===== config.mk =====
export PLATFORM = sky130hd
export DESIGN_NAME = mvm_lane
export DESIGN_NICKNAME = d
export VERILOG_FILES = /design/src/design/mvm_pkg.sv /design/src/design/mvm_lane.sv
export SDC_FILE = /design/constraint.sdc
export NUM_CORES = 1
export LEC_CHECK = 0
export CAP_MARGIN = 20
export CORE_MARGIN = 2
export CORE_UTILIZATION = 40
export CTS_CLUSTER_DIAMETER = 200
export DETAILED_ROUTE_END_ITERATION = 10
export DONT_BUFFER_PORTS = 1
export GPL_TIMING_DRIVEN = 0
export PLACE_DENSITY = 0.66
export SKIP_CTS_REPAIR_TIMING = 1
export SLEW_MARGIN = 20
export SYNTH_ARGS = -nofsm -noshare
export SYNTH_HDL_FRONTEND = slang
export SYNTH_SLANG_ARGS = --single-unit
export TNS_END_PERCENT = 20

===== constraint.sdc =====
create_clock -name clk -period 6.2 [get_ports clk]
set_clock_uncertainty 0.2 [all_clocks]
set_input_delay 0.31 -clock clk [delete_from_list [all_inputs] [get_ports clk]]
set_output_delay 0.31 -clock clk [all_outputs]
set_load 0.1 [all_outputs]

===== src/design/mvm_pkg.sv =====
// ----------------------------------------------------------------------------
// mvm_pkg
// Shared types and constants for the fixed-point matrix-vector multiply engine.
// ----------------------------------------------------------------------------
`default_nettype none

package mvm_pkg;

    // Field widths
    localparam int ELEM_FIELDS = 8;    // element ports on the input channel
    localparam int ELEM_W      = 16;   // signed Q8.8 element
    localparam int PROD_W      = 32;   // signed Q16.16 product
    localparam int ACC_W       = 48;   // accumulator
    localparam int Y_W         = 32;   // saturated result
    localparam int RLEN_W      = 11;   // row_length register
    localparam int ROWS_W      = 16;   // row_count register and row counter
    localparam int DATA_W      = 32;   // config bus data
    localparam int ADDR_W      = 3;    // config bus address

    // Saturation limits
    localparam logic [Y_W-1:0] Y_MAX = 32'h7FFF_FFFF;
    localparam logic [Y_W-1:0] Y_MIN = 32'h8000_0000;

    // Item function codes
    localparam logic FUNC_LOAD = 1'b0;
    localparam logic FUNC_ROW  = 1'b1;

    // Config register index (byte address bit 2)
    typedef enum logic [0:0] {
        REG_ROW_LENGTH = 1'b0,
        REG_ROW_COUNT  = 1'b1
    } reg_idx_t;

    typedef logic signed [ELEM_W-1:0] elem_t;
    typedef logic signed [PROD_W-1:0] prod_t;

    // Control that travels with a row item down the pipeline
    typedef struct packed {
        logic valid;     // a row item occupies this stage
        logic row_end;   // this item completes the row
        logic last;      // completed row is the last of the matrix
    } ctl_t;

endpackage

`default_nettype wire


===== src/design/mvm_lane.sv =====
// ----------------------------------------------------------------------------
// mvm_lane
// One multiply lane: Q8.8 row element times Q8.8 vector element, registered.
// ----------------------------------------------------------------------------
`default_nettype none

module mvm_lane (
    input  wire logic          clk,
    input  wire logic          adv,
    input  wire logic          mask,
    input  wire mvm_pkg::elem_t elem,
    input  wire mvm_pkg::elem_t xval,
    output mvm_pkg::prod_t     prod
);

    import mvm_pkg::*;

    prod_t prod_reg;
    prod_t prod_next;

    // Lanes past the row end contribute zero; operands widen before the multiply
    always_comb
    begin
        prod_next = mask ? (prod_t'(elem) * prod_t'(xval)) : '0;
    end

    always_ff @(posedge clk)
    begin
        if (adv)
        begin
            prod_reg <= prod_next;
        end
    end

    assign prod = prod_reg;

endmodule

`default_nettype wire


==> impl_metrics.env, run 1 <==
export IMPL_status="complete, no violations"
export IMPL_post_drt_wl_per_cell_um=17.0
export IMPL_h_tree_depth=2
export IMPL_core_region_area_mm2=0.0270
export IMPL_grt_max_degree=33
export IMPL_routabilityCongestion=0.918
export IMPL_crit_buf_inv=5
export IMPL_synth_edf_count=32
export IMPL_critical_path_class="in2reg"
export IMPL_grt_usage_pct=18.6
export IMPL_hold_class="in2reg"
export IMPL_num_vias=7480
export IMPL_antenna_found_initial=0
export IMPL_slew_headroom_pct=38.5
export IMPL_yosysSeqAreaShare_pct=8.77
export IMPL_cpLargestDelayFamily="adder cells"
export IMPL_routed_wl_um=25200
export IMPL_fin_crit_ns=6.02
export IMPL_drive_gt1_share_pct=4.72
export IMPL_avgViaCountPerCell=5.03
export IMPL_finalCritPeriodShare_pct=97.1
export IMPL_required_ns=6.03
export IMPL_ant_nets=0
export IMPL_crit_path_cell_trace="clkbuf_2, and2_1, fa_1, inv_1, fa_1, fa_1, inv_1, fa_1, fa_1, inv_1, fa_1, inv_1, ha_2, a21oi_2, nand2b_1, a2111oi_4, o31ai_4, a21o_1, a31oi_2, xnor2_1, and2_1"
export IMPL_min_to="prod[28]$_SDFFCE_PN0P_"
export IMPL_yosys_register_bits=32
export IMPL_fmax_ghz=0.166
export IMPL_synth_nets=1512
export IMPL_hold_violations=0
export IMPL_yosysTopAreaCellShare_pct=47.9
export IMPL_portBuffers=0
export IMPL_finalSetupTns_ns=0
export IMPL_syn_to_final_growth_pct=6.53
export IMPL_crit_top_cell="fa_1"
export IMPL_start_util_pct=40.6
export IMPL_crit_slowest_cell="fa_1"
export IMPL_cts_root_buffer="clkbuf_16"
export IMPL_clkSinkCount=32
export IMPL_route_detailed_drc=0
export IMPL_die_h_um=169
export IMPL_yosysWarnings=0
export IMPL_synthCells=1133
export IMPL_path_clk_slew_ns=0.05
export IMPL_dieWidth_um=169
export IMPL_ys_flop_type="edfxtp_1"
export IMPL_synth_avg_cell_area_um2=9.67
export IMPL_io_pins=67
export IMPL_syn_cell_area_mm2=0.0110
export IMPL_antenna_cells=0
export IMPL_cts_tree="built"
export IMPL_largest_register_ffs=32
export IMPL_cpPeakStageDelay_ns=0.55
export IMPL_die_area_mm2=0.0287
export IMPL_hpwl_um=22100
export IMPL_clockBufferDepth=2
export IMPL_drv_slew=0
export IMPL_maxCapViolCount=0
export IMPL_dr_pass1_iters=4
export IMPL_yosys_top_cells_area="fa_1 48%, inv_1 9.8%, ha_1 9.4%, edfxtp_1 8.8%, and2_1 8.2%"
export IMPL_path_max_fanout=10
export IMPL_regArea_um2=961
export IMPL_grt_first_pass_wirelength_um=41200
export IMPL_nNetsFinal=1523
export IMPL_max_slew_worst_pin_slew_ns=0.924
export IMPL_grt_pass1_vias=7871
export IMPL_cts_buffers=5
export IMPL_endpoint_kind="flop"
export IMPL_grt_ovfl_total=0
export IMPL_multi_input_area_mm2=0.00883
export IMPL_mostFrequentLayoutCells="287 x inv_1, 260 x fa_1, 144 x and2_1"
export IMPL_synth_cell_types=48
export IMPL_hp_start="mask"
export IMPL_final_common_cell="inv_1"
export IMPL_synth_top_area_cell="fa_1"
export IMPL_setup_violations=0
export IMPL_ys_async_sr_fraction_pct=0
export IMPL_start_kind="primary input"
export IMPL_num_rows=60
export IMPL_hold_path_depth=2
export IMPL_fill_cells=2595
export IMPL_drt_iter0_markers=362
export IMPL_arrival_ns=5.85
kinds of logic after synthesis:
kind of cell / count (synthesis) / share of synthesized area, %
AO/OA/AOI/OAI: 78 / 5.00
adder cells (fa/ha/maj): 344 / 57.2
multiplexers: 3 / 0.274
buffers and inverters: 322 / 11.0
flip-flops: 32 / 8.77
XOR/XNOR: 28 / 2.24
AND/OR/NAND/NOR: 326 / 15.4
layer usage:
layer,up-vias,part of all wire (%),wire length (um),global-route usage (%)
met2,225,51,12800,32.1
met4,0,2.2,550,3.94
met3,31,7.8,1970,3.89
met1,3863,39,9900,24.2
li1,3361,-,-,-
met5,-,0,0,0
cells in the mapped netlist, types with 2 or more instances:
| cell | instances |
|---|---|
| o31ai_1 | 3 |
| a21boi_2 | 2 |
| nand4_1 | 3 |
| and2_1 | 144 |
| and3_1 | 5 |
| o21a_1 | 3 |
| a31o_1 | 2 |
| fa_1 | 262 |
| mux2i_1 | 3 |
| clkbuf_1 | 34 |
| nand2b_1 | 12 |
| nand2_1 | 129 |
| xor2_1 | 7 |
| o21ai_1 | 5 |
| a21boi_1 | 3 |
| a21o_1 | 10 |
| inv_1 | 287 |
| or3_1 | 4 |
| o21ai_0 | 8 |
| a21oi_1 | 24 |
| nor2_1 | 18 |
| a211oi_1 | 2 |
| a31oi_1 | 2 |
| nor2b_1 | 3 |
| o211ai_1 | 3 |
| edfxtp_1 | 32 |
| xnor2_1 | 21 |
| ha_1 | 82 |
worst max path at each step:
stage                        start                endpoint  slack, ns  cells past startpoint
after detailed placement  elem[15]  prod[28]$_SDFFCE_PN0P_      -0.55                     19
after floorplan           elem[15]  prod[31]$_SDFFCE_PN0P_       0.15                     18
after CTS                 elem[15]  prod[28]$_SDFFCE_PN0P_      -0.27                     19
final                      xval[4]  prod[31]$_SDFFCE_PN0P_       0.18                     21
after global placement    elem[15]  prod[28]$_SDFFCE_PN0P_      -0.56                     19
after global routing       elem[7]  prod[31]$_SDFFCE_PN0P_    -0.0001                     22
final cells by class:
| class | count | share of cell area (%) |
|---|---|---|
| tap | 341 | 3.66 |
| clock inverter | 2 | 0.300 |
| inverter | 287 | 9.23 |
| sequential | 32 | 8.23 |
| multi-input combinational | 779 | 75.6 |
| clock buffer | 6 | 1.10 |
| buffer | 35 | 1.47 |
| timing repair buffer | 4 | 0.365 |
metrics by stage:
stage / setup slack, ns / area [um^2] / hold slack (ns) / cells / utilization [%]
2_1_floorplan: 0.150 / 11000 / 0.222 / 1133 / -
3_3_place_gp: -0.556 / 11400 / 0.224 / 1474 / 42.2
3_5_place_dp: -0.553 / 11400 / 0.225 / 1474 / 42.2
4_1_cts: -0.268 / 11500 / -0.0676 / 1482 / 42.8
5_1_grt: -0.0000959 / 11700 / 0.101 / 1486 / 43.3
6_report: 0.178 / 11700 / 0.102 / 1486 / 43.3
Power of run 1 is left out: the tool's default activity adds up to more than one toggle a clock period on the data nets, which glitch-free logic cannot reach.
==> inputs of run 2 (changes only) <==
- CORE_UTILIZATION: 40 -> 25
- PLACE_DENSITY: 0.66 -> 0.5
==> impl_metrics.env, run 2 (same netlist as run 1, synthesis figures left out) <==
export IMPL_num_rows=76
export IMPL_path_clk_slew_ns=0.05
export IMPL_start_util_pct=25.4
export IMPL_setup_worst_path_start="elem[9]"
export IMPL_start_kind="primary input"
export IMPL_required_ns=6.03
export IMPL_crit_top_cell="fa_1"
export IMPL_place_inst=1718
export IMPL_antenna_cells=0
export IMPL_crit_slowest_cell="fa_1"
export IMPL_cpPeakStageDelay_ns=0.62
export IMPL_cp_endpoint="prod[31]$_SDFFCE_PN0P_"
export IMPL_setup_violations=0
export IMPL_crit_path_cell_trace="clkbuf_2, nand2_1, fa_1, inv_1, fa_1, fa_1, fa_1, fa_1, inv_1, fa_1, inv_1, ha_1, a21oi_1, o21ai_2, a2111oi_4, o31ai_4, a21o_1, a31oi_2, xnor2_1, and2_1"
export IMPL_postLayoutCoreUtil_pct=27.8
export IMPL_grt_first_pass_wirelength_um=44700
export IMPL_nNetsFinal=1526
export IMPL_h_tree_depth=2
export IMPL_hpwl_um=25000
export IMPL_syn_to_final_growth_pct=9.37
export IMPL_mostFrequentLayoutCells="287 x inv_1, 260 x fa_1, 144 x and2_1"
export IMPL_fmax_ghz=0.168
export IMPL_final_common_cell="inv_1"
export IMPL_finalSetupTns_ns=0
export IMPL_clkSinkCount=32
export IMPL_endpoint_kind="flop"
export IMPL_antenna_found_initial=2
export IMPL_fin_crit_ns=5.96
export IMPL_max_slew_worst_pin_slew_ns=0.975
export IMPL_drive_gt1_share_pct=5.40
export IMPL_arrival_ns=5.80
export IMPL_cts_root_buffer="clkbuf_16"
export IMPL_path_max_fanout=10
export IMPL_dr_pass1_iters=5
export IMPL_dieWidth_um=213
export IMPL_status="complete, no violations"
export IMPL_drv_slew=0
export IMPL_fill_cells=4688
export IMPL_die_area_mm2=0.0455
export IMPL_critical_path_class="in2reg"
export IMPL_grt_pass1_vias=8054
export IMPL_finalNonFillerCells=1733
export IMPL_post_drt_wl_per_cell_um=16.2
export IMPL_drt_iter0_markers=374
export IMPL_grt_ovfl_total=0
export IMPL_hold_violations=0
export IMPL_route_detailed_drc=0
export IMPL_io_pins=67
export IMPL_slew_headroom_pct=35.1
export IMPL_avgViaCountPerCell=4.31
export IMPL_clockBufferDepth=2
export IMPL_core_region_area_mm2=0.0432
export IMPL_finalCritPeriodShare_pct=96.2
export IMPL_largest_register_ffs=32
export IMPL_routabilityCongestion=0.862
export IMPL_cts_buffers=5
export IMPL_grt_max_degree=33
export IMPL_hold_class="in2reg"
export IMPL_grt_usage_pct=13.0
export IMPL_maxCapViolCount=0
export IMPL_num_vias=7463
export IMPL_die_h_um=213
export IMPL_ant_nets=0
export IMPL_routed_wl_um=28100
export IMPL_portBuffers=0
export IMPL_cts_tree="built"
## run 2: area by class of cell
class | count | area [um^2] | area share (%)
repair buffers | 7 | 65.1 | 0.543
clock inverters | 2 | 11.3 | 0.0940
well taps | 585 | 732 | 6.11
plain buffers | 35 | 181 | 1.51
clock buffers | 6 | 129 | 1.08
inverters | 287 | 1080 | 8.99
multi-input cells | 779 | 8820 | 73.7
flip-flops and latches | 32 | 961 | 8.02
## run 2: layer usage
| metal | GRT usage [%] | up-vias | share of wire [%] |
|---|---|---|---|
| li1 | - | 3368 | - |
| met1 | 17.4 | 3947 | 43 |
| met5 | 0 | - | 0 |
| met4 | 1.20 | 0 | 0.81 |
| met2 | 22.8 | 136 | 52 |
| met3 | 2.25 | 12 | 5.1 |
## run 2: metrics by stage
| step | cell area [um^2] | hold slack [ns] | setup WS [ns] |
|---|---|---|---|
| after floorplan | 11000 | 0.222 | 0.150 |
| after global placement | 11700 | 0.225 | -0.528 |
| after detailed placement | 11700 | 0.224 | -0.559 |
| after CTS | 11800 | -0.0747 | -0.268 |
| after global routing | 12000 | 0.100 | -0.00184 |
| final | 12000 | 0.0990 | 0.238 |
## run 2: worst max-delay path, delay by kind of cell
| kind | cells | cell delay, ns |
|---|---|---|
| fa+ha+maj | 7 | 3.42 |
| xor+xnor | 1 | 0.09 |
| simple gates | 2 | 0.29 |
| compound gates | 6 | 1.25 |
| buf+inv | 4 | 0.42 |
## run 2: worst min-delay path by stage
stage | cells past startpoint | start | to | slack (ns)
CTS | 0 | adv | prod[31]$_SDFFCE_PN0P_ | -0.07
global placement | 0 | adv | prod[31]$_SDFFCE_PN0P_ | 0.22
detailed placement | 0 | adv | prod[31]$_SDFFCE_PN0P_ | 0.22
global route | 2 | mask | prod[30]$_SDFFCE_PN0P_ | 0.10
floorplan | 0 | adv | prod[0]$_SDFFCE_PN0P_ | 0.22
finish | 2 | mask | prod[30]$_SDFFCE_PN0P_ | 0.1
Power of run 2 is left out for the same reason.
