### src/design/mvm_pkg.sv
// ----------------------------------------------------------------------------
// mvm_pkg
// Shared types and constants for the fixed-point matrix-vector multiply engine.
// ----------------------------------------------------------------------------
`default_nettype none

package mvm_pkg;

    // Field widths
    localparam int ELEM_FIELDS = 8;    // element ports on the input channel
    localparam int ELEM_W      = 16;   // signed Q8.8 element
    localparam int PROD_W      = 32;   // signed Q16.16 product
    localparam int ACC_W       = 48;   // accumulator
    localparam int Y_W         = 32;   // saturated result
    localparam int RLEN_W      = 11;   // row_length register
    localparam int ROWS_W      = 16;   // row_count register and row counter
    localparam int DATA_W      = 32;   // config bus data
    localparam int ADDR_W      = 3;    // config bus address

    // Saturation limits
    localparam logic [Y_W-1:0] Y_MAX = 32'h7FFF_FFFF;
    localparam logic [Y_W-1:0] Y_MIN = 32'h8000_0000;

    // Item function codes
    localparam logic FUNC_LOAD = 1'b0;
    localparam logic FUNC_ROW  = 1'b1;

    // Config register index (byte address bit 2)
    typedef enum logic [0:0] {
        REG_ROW_LENGTH = 1'b0,
        REG_ROW_COUNT  = 1'b1
    } reg_idx_t;

    typedef logic signed [ELEM_W-1:0] elem_t;
    typedef logic signed [PROD_W-1:0] prod_t;

    // Control that travels with a row item down the pipeline
    typedef struct packed {
        logic valid;     // a row item occupies this stage
        logic row_end;   // this item completes the row
        logic last;      // completed row is the last of the matrix
    } ctl_t;

endpackage

`default_nettype wire

### src/design/mvm_merge.sv
// ----------------------------------------------------------------------------
// mvm_merge
// Horizontal sum of the lane products, 48-bit row accumulator, saturation
// and the result register.
// ----------------------------------------------------------------------------
`default_nettype none

module mvm_merge #(
    parameter int NL = 8
) (
    input  wire logic                            clk,
    input  wire logic                            rst_n,
    input  wire logic                            adv,
    input  wire mvm_pkg::ctl_t                   ctl,
    input  wire logic [NL-1:0][mvm_pkg::PROD_W-1:0] prod,
    output logic                                 out_valid,
    output logic signed [mvm_pkg::Y_W-1:0]       y_value,
    output logic                                 saturated,
    output logic                                 last_row
);

    import mvm_pkg::*;

    localparam int SUM_W = PROD_W + $clog2(NL) + 1;

    logic signed [SUM_W-1:0] sum_next;
    logic signed [SUM_W-1:0] sum_reg;
    ctl_t                    ctl_reg;

    logic [ACC_W-1:0]        acc_reg;
    logic [ACC_W-1:0]        acc_next;
    logic [ACC_W-1:0]        acc_sum;
    logic                    in_range;

    logic                    out_valid_reg;
    logic                    out_valid_next;
    logic [Y_W-1:0]          y_reg;
    logic [Y_W-1:0]          y_next;
    logic                    sat_reg;
    logic                    sat_next;
    logic                    last_reg;
    logic                    last_next;

    // Adder tree over the lanes
    always_comb
    begin
        sum_next = '0;
        for (int l = 0; l < NL; l++)
        begin
            sum_next = sum_next + SUM_W'($signed(prod[l]));
        end
    end

    always_ff @(posedge clk or negedge rst_n)
    begin
        if (!rst_n)
        begin
            ctl_reg <= '0;
        end
        else if (adv)
        begin
            ctl_reg <= ctl;
        end
    end

    always_ff @(posedge clk)
    begin
        if (adv)
        begin
            sum_reg <= sum_next;
        end
    end

    // Accumulate, saturate at row end
    always_comb
    begin
        acc_sum  = acc_reg + ACC_W'(sum_reg);
        in_range = (acc_sum[ACC_W-1:Y_W-1] == '0) || (acc_sum[ACC_W-1:Y_W-1] == '1);

        acc_next       = acc_reg;
        out_valid_next = out_valid_reg;
        y_next         = y_reg;
        sat_next       = sat_reg;
        last_next      = last_reg;

        if (adv)
        begin
            out_valid_next = ctl_reg.valid && ctl_reg.row_end;
            if (ctl_reg.valid)
            begin
                acc_next = ctl_reg.row_end ? '0 : acc_sum;
            end
            if (ctl_reg.valid && ctl_reg.row_end)
            begin
                sat_next  = !in_range;
                last_next = ctl_reg.last;
                if (in_range)
                begin
                    y_next = acc_sum[Y_W-1:0];
                end
                else
                begin
                    y_next = acc_sum[ACC_W-1] ? Y_MIN : Y_MAX;
                end
            end
        end
    end

    always_ff @(posedge clk or negedge rst_n)
    begin
        if (!rst_n)
        begin
            acc_reg       <= '0;
            out_valid_reg <= 1'b0;
        end
        else
        begin
            acc_reg       <= acc_next;
            out_valid_reg <= out_valid_next;
        end
    end

    always_ff @(posedge clk)
    begin
        y_reg    <= y_next;
        sat_reg  <= sat_next;
        last_reg <= last_next;
    end

    assign out_valid = out_valid_reg;
    assign y_value   = y_reg;
    assign saturated = sat_reg;
    assign last_row  = last_reg;

endmodule

`default_nettype wire
### config.mk
export PLATFORM = sky130hd
export DESIGN_NAME = mvm_merge
export DESIGN_NICKNAME = d
export VERILOG_FILES = /design/src/design/mvm_pkg.sv /design/src/design/mvm_merge.sv
export SDC_FILE = /design/constraint.sdc
export NUM_CORES = 1
export LEC_CHECK = 0
export BUFFER_PORTS_ARGS = -buffer_cell sky130_fd_sc_hd__buf_2
export CAP_MARGIN = 20
export CELL_PAD_IN_SITES_DETAIL_PLACEMENT = 1
export CELL_PAD_IN_SITES_GLOBAL_PLACEMENT = 1
export CORE_MARGIN = 10
export CORE_UTILIZATION = 47
export DETAILED_ROUTE_END_ITERATION = 7
export PLACE_DENSITY = 0.88
export SLEW_MARGIN = 0
export SYNTH_ARGS = -nofsm -noshare
export SYNTH_HDL_FRONTEND = slang
export SYNTH_SLANG_ARGS = --single-unit
### constraint.sdc
create_clock -name clk -period 5.6 [get_ports clk]
set_input_delay 0.84 -clock clk [delete_from_list [all_inputs] [get_ports clk]]
set_output_delay 0.84 -clock clk [all_outputs]
set_load 0.01 [all_outputs]
==> flow_summary.ini, run 1 <==
[outcome]
status = complete, but fails checks
violations = negative setup slack

[worst_setup_path]
crit_top_cell = fa_1
worst_setup_path_end_kind = flip-flop
cp-startpoint = prod[66]
criticalPathCategory = in -> reg
worstPathRequired_ps = 5780
endpoint = sum_reg[34]$_DFFE_PP_
cp_top_family = adder cells
rr_worst_depth = 13
arrival_ps = 5780
critPathBufInv = 7
cp_num_cells = 24
timing.rr.end = y_value[0]$_DFFE_PP_
crit_chain = buf_6, inv_2, fa_1, inv_2, fa_1, fa_1, inv_1, fa_1, inv_1, ha_2, inv_2, fa_2, nor2b_2, o21ai_2, a21boi_2, o211ai_1, buf_4, a2111oi_4, nor2_2, o211ai_1, a211oi_2, o21bai_1, a21oi_1, xnor2_1
cpPeakStageDelay_ps = 550
slowest_stage = fa_1
r2r_start = sum_reg[0]$_DFFE_PP_
reg2reg_slack_ps = 850
worstPathMaxFanout = 2
cp-start-kind = input pin

[logic_synthesis]
synthesis.area_mm2 = 0.0145
synth_cell_types = 83
netlist_top_cells_area = fa_1 (27%), edfxtp_1 (14%), inv_1 (9.0%), dfrtp_1 (9.0%), ha_1 (7.2%)
synthCells = 1498
synth_most_common_cell = inv_1
synth_top_area_frac = 0.272
syn_nets = 2040
synth_ff_type = edfxtp_1
synth-seq-cells = 122
synth-edff-count = 70
yosysTopAreaCell = fa_1
synth_async_sr_flop_share = 0.426
synth_common_cells = inv_1 (349), fa_1 (197), ha_1 (83)
seq_area_frac_synth = 0.234
syn_area_per_cell_um2 = 9.69
ys_warn_count = 0

[run]
maxCapViolCount = 0

[sta]
layout_min_cycle_time_ps = 5600
rsz0062_at_grt = yes
finClkSkew_ps = 10.5
finalSetupViolations = 1
slew-limit-headroom = 0.273
worstMarginPinSlew_ps = 1090
fmax_ghz = 0.179
fin_hold_ws_ps = 472
timing.final.crit_share = 1.00
finalWorstSetupSlack_ps = -1.93
slew_violations = 0
hold_viol_final = 0

[clock_network]
clk_pin_slew_ps = 60
cts_tree = done
ctsLongestPathBuffers = 2
numClockSinks = 122
numCtsBuffers = 17
htreeDepth = 4
insertion_delay_ps = 430
clock_tree.root_cell = clkbuf_16

[global_routing]
overflow = 0
track_usage = 0.236
grt_max_degree = 53
grt_pass1_wl_mm = 73.5
first_global_vias = 14100
antenna_found_initial = 2

[power]
ir_worst_vdd_v = 0.000361
clkPwrFrac = 0.084
p_sw_frac = 0.500
p_leak_uw = 0.00871
pwr-share-comb = 0.776
power_uw = 13900
internal_power_uw = 6970
power_per_cell_area_mw_per_mm2 = 801
pwr-share-seq = 0.140
p_sw_uw = 6960

[routing]
antenna_left = 0
first_pass_iters = 5
dr.first_iter.drc_count = 676
vias = 12200
drc = 0
wirelength_mm = 45.8
post_drt_wl_per_cell_um = 20.5
vias_per_cell = 5.45

[floorplanning]
io_pins = 297
die_w_um = 196
start_util = 0.476
die_h_um = 196
die_area_mm2 = 0.0383
core-area_mm2 = 0.0305
rows = 64

[finish]
drive_gt1_frac = 0.251
largest_reg_flops = 48
finalNetCount = 2366
area_growth_pct = 19.9

[placement]
io_buffers = 296
gp_congestion = 0.913
hpwl_mm = 37.7

[hold_path]
hold_path_class = reg -> reg
[power by group through the flow]
stage | sequential, µW | combinational (µW) | clock (µW)
2_1_floorplan | 1900 | 7080 | 0
3_3_place_gp | 1930 | 9440 | 0
3_5_place_dp | 1960 | 10000 | 0
4_1_cts | 1950 | 10300 | 1180
5_1_grt | 1990 | 11900 | 1220
6_report | 1950 | 10800 | 1170
[worst min path at each step]
stage | start | endpoint | slack (ps) | cells past startpoint
6_report | ctl_reg[0]$_DFFE_PN0P_ | last_row$_DFFE_PP_ | 470 | 0
3_3_place_gp | ctl_reg[0]$_DFFE_PN0P_ | last_row$_DFFE_PP_ | 430 | 0
3_5_place_dp | ctl_reg[0]$_DFFE_PN0P_ | last_row$_DFFE_PP_ | 460 | 0
5_1_grt | ctl_reg[0]$_DFFE_PN0P_ | last_row$_DFFE_PP_ | 480 | 0
2_1_floorplan | ctl_reg[0]$_DFFE_PN0P_ | last_row$_DFFE_PP_ | 420 | 0
4_1_cts | ctl_reg[0]$_DFFE_PN0P_ | last_row$_DFFE_PP_ | 480 | 0
[metrics by stage]
stage               cells  setup TNS, ps  utilization  instance area (µm²)  setup WS (ps)
floorplan            1498        -0.0653            -                14500        -0.0653
global placement     2191          -2450        0.544                16600           -482
detailed placement   2191          -4100        0.544                16600           -646
CTS                  2226              0        0.566                17300           6.49
global route         2234           -592        0.571                17400           -230
finish               2234          -1.93        0.571                17400          -1.93
[logic make-up after synthesis]
group,synth area share
buffers and inverters,0.110
flip-flops,0.234
multiplexers,0.00388
adder cells (fa/ha/maj),0.343
XOR/XNOR,0.0433
AO/OA/AOI/OAI,0.156
AND/OR/NAND/NOR,0.109
[layout by cell type (no fill, tap or decap), types with 15 or more instances in the layout]
| cell | netlist | routed |
|---|---|---|
| nand3_1 | 38 | 38 |
| a21o_1 | 38 | 38 |
| a21oi_1 | 78 | 74 |
| a22o_1 | 39 | 39 |
| dfrtp_1 | 52 | 52 |
| o21bai_1 | 15 | 15 |
| o21ai_1 | 19 | 19 |
| clkbuf_16 | 0 | 17 |
| o21ai_0 | 63 | 61 |
| fa_1 | 197 | 196 |
| ha_1 | 83 | 81 |
| edfxtp_1 | 70 | 70 |
| xor2_1 | 16 | 16 |
| nor2_1 | 65 | 61 |
| buf_2 | 1 | 293 |
| inv_1 | 349 | 341 |
| nor3_1 | 39 | 39 |
| nand4_1 | 16 | 16 |
| xnor2_1 | 52 | 51 |
| nand2_1 | 67 | 67 |
| buf_4 | 7 | 53 |
[what timing repair did]
item                       4_1_cts  5_1_grt
buffers inserted                 3        8
pin swaps                       11       36
setup endpoints to repair        4        8
cloned                           0        0
resized for setup                6       31
hold buffers                     0        0
[per-layer routing]
metal	vias up	routed length (µm)	GRT usage
li1	5589	-	-
met1	6176	18500	0.278
met2	358	24400	0.439
met3	55	2230	0.0360
met4	2	680	0.0546
met5	-	17	0
[area by class of cell]
class	count	area [µm²]
diodes	1	2.50
clock buffers	18	429
clock inverters	14	186
fillers	3506	13100
inverters	349	1310
multi-input cells	983	9660
flip-flops and latches	122	3400
well taps	396	495
repair buffers	351	1920
(Power assumes the default switching activity.)
==> run 2: changes to the inputs <==
--- a/config.mk
+++ b/config.mk
@@ -9,7 +9,6 @@
 export CAP_MARGIN = 20
 export CELL_PAD_IN_SITES_DETAIL_PLACEMENT = 1
 export CELL_PAD_IN_SITES_GLOBAL_PLACEMENT = 1
-export CORE_MARGIN = 10
 export CORE_UTILIZATION = 47
 export DETAILED_ROUTE_END_ITERATION = 7
 export PLACE_DENSITY = 0.88
==> flow_summary.ini, run 2 (synthesized netlist as in run 1, its figures left out) <==
[outcome]
status = completed

[sta]
slew-limit-headroom = 0.353
fin_hold_ws_ps = 459
timing.final.crit_share = 0.993
fmax_ghz = 0.180
worstMarginPinSlew_ps = 968
finalSetupViolations = 0
rsz0062_at_grt = yes
finClkSkew_ps = 9.56
hold_viol_final = 0
layout_min_cycle_time_ps = 5560
tns_ps = 0
slew_violations = 0

[worst_setup_path]
cpPeakStageDelay_ps = 560
timing.rr.end = y_value[17]$_DFFE_PP_
reg2reg_slack_ps = 790
cp-start-kind = input pin
slowest_stage = fa_1
r2r_start = acc_reg[3]$_DFFE_PN0P_
worstPathMaxFanout = 2
rr_worst_depth = 12
arrival_ps = 5750
crit_chain = buf_6, inv_2, fa_1, inv_2, fa_1, fa_1, inv_2, fa_1, inv_2, ha_4, inv_4, fa_2, nor2b_4, o21ai_2, a21boi_2, o211ai_1, buf_4, a2111oi_4, nor2_2, o211ai_1, a211oi_2, o21bai_1, a21oi_1, xnor2_1
worstPathRequired_ps = 5780
criticalPathCategory = in -> reg
worst_setup_path_end_kind = flip-flop

[finish]
drive_gt1_frac = 0.250
layout_common_cells = inv_1 (340), buf_2 (293), fa_1 (194), ha_1 (81), a21oi_1 (77)
largest_reg_flops = 48
area_growth_pct = 19.5
nFillCells = 3461
final_common_cell = inv_1
finalNetCount = 2366
diodes = 0

[routing]
dr.first_iter.drc_count = 596
post_drt_wl_per_cell_um = 19.5
met2_length_mm = 23.0
vias_per_cell = 5.55
first_pass_iters = 6
routed-wl-met3_mm = 2.31
vias = 12400
antenna_left = 0
drc = 0
drt-met1-wl_mm = 16.8
wirelength_mm = 43.5
dr.max_layer_used = met4

[global_routing]
track_usage = 0.286
overflow = 0
grt_max_degree = 53
antenna_found_initial = 0
grt_pass1_wl_mm = 69.7
first_global_vias = 13900

[clock_network]
htreeDepth = 4
cts_tree = done
numCtsBuffers = 17
numClockSinks = 122
cts_hold_buffers = 0
insertion_delay_ps = 430
clock_tree.root_cell = clkbuf_16
ctsLongestPathBuffers = 2
clk_pin_slew_ps = 60

[floorplanning]
die_area_mm2 = 0.0316
die_h_um = 178
rows = 63
start_util = 0.483
io_pins = 297
die_w_um = 178
core-area_mm2 = 0.0300

[run]
maxCapViolCount = 0

[hold_path]
hold_end = last_row$_DFFE_PP_
hold_path_class = reg -> reg
worstHoldStart = ctl_reg[0]$_DFFE_PN0P_
min_delay_path_depth = 0

[placement]
io_buffers = 296
gp_congestion = 0.942
hpwl_mm = 34.4

[power]
power_per_cell_area_mw_per_mm2 = 790
power_uw = 13700
ir_worst_vdd_v = 0.000321
p_leak_uw = 0.00868
## run 2: cell types whose count changed in the layout (fill, tap and decap cells not counted), sizes merged
cell / delta
inv: -3
bufinv: -2
clkinvlp: +1
diode: -1
clkbuf: +1
clkinv: +3
## run 2: report_power, final
group | leakage (µW) | total, µW | switching, µW | internal, µW
sequential | 0.00134 | 1950 | 220 | 1730
combinational | 0.00708 | 10700 | 6180 | 4480
clock | 0.000271 | 1080 | 457 | 625
total | 0.00868 | 13700 | 6860 | 6830
## run 2: worst max path at each step
stage	to	cells past startpoint	slack, ps	from
finish	sum_reg[34]$_DFFE_PP_	24	40	prod[130]
global route	sum_reg[34]$_DFFE_PP_	24	-240	prod[130]
CTS	sum_reg[35]$_DFFE_PP_	23	-20	prod[66]
detailed placement	sum_reg[34]$_DFFE_PP_	24	-790	prod[98]
global placement	sum_reg[34]$_DFFE_PP_	24	-480	prod[98]
floorplan	sum_reg[34]$_DFFE_PP_	22	-0.07	prod[98]
## run 2: routing by layer
layer	up-vias	track usage
met2	500	0.537
met1	6172	0.328
met4	0	0.101
met3	110	0.0392
li1	5579	-
met5	-	0
## run 2: worst max-delay path, delay by kind of cell
family | cells | cell delay [ps]
buf+inv | 7 | 520
fa+ha+maj | 6 | 2620
simple gates | 2 | 250
compound gates | 8 | 1400
xor+xnor | 1 | 130
## run 2: area by class of cell
type,instances,area (µm²),area share
Multi-Input combinational cell,983,9660,0.557
Sequential cell,122,3400,0.196
Timing Repair Buffer,351,1920,0.111
Inverter,349,1310,0.0757
Tap cell,390,488,0.0281
Clock buffer,19,443,0.0255
Clock inverter,13,123,0.00707
## run 2: stage by stage
stage	instances	worst slack, ps	utilization	cell area, µm²
detailed placement	2183	-788	0.551	16600
floorplan	1498	-0.0653	-	14500
CTS	2224	-24.4	0.575	17300
finish	2227	36.7	0.577	17300
global route	2227	-239	0.577	17300
global placement	2183	-483	0.551	16600
## run 2: what timing repair did
action	4_1_cts	5_1_grt
pin swaps	22	24
setup buffers	9	4
gates resized for setup	21	14
endpoints found under the setup margin	7	8
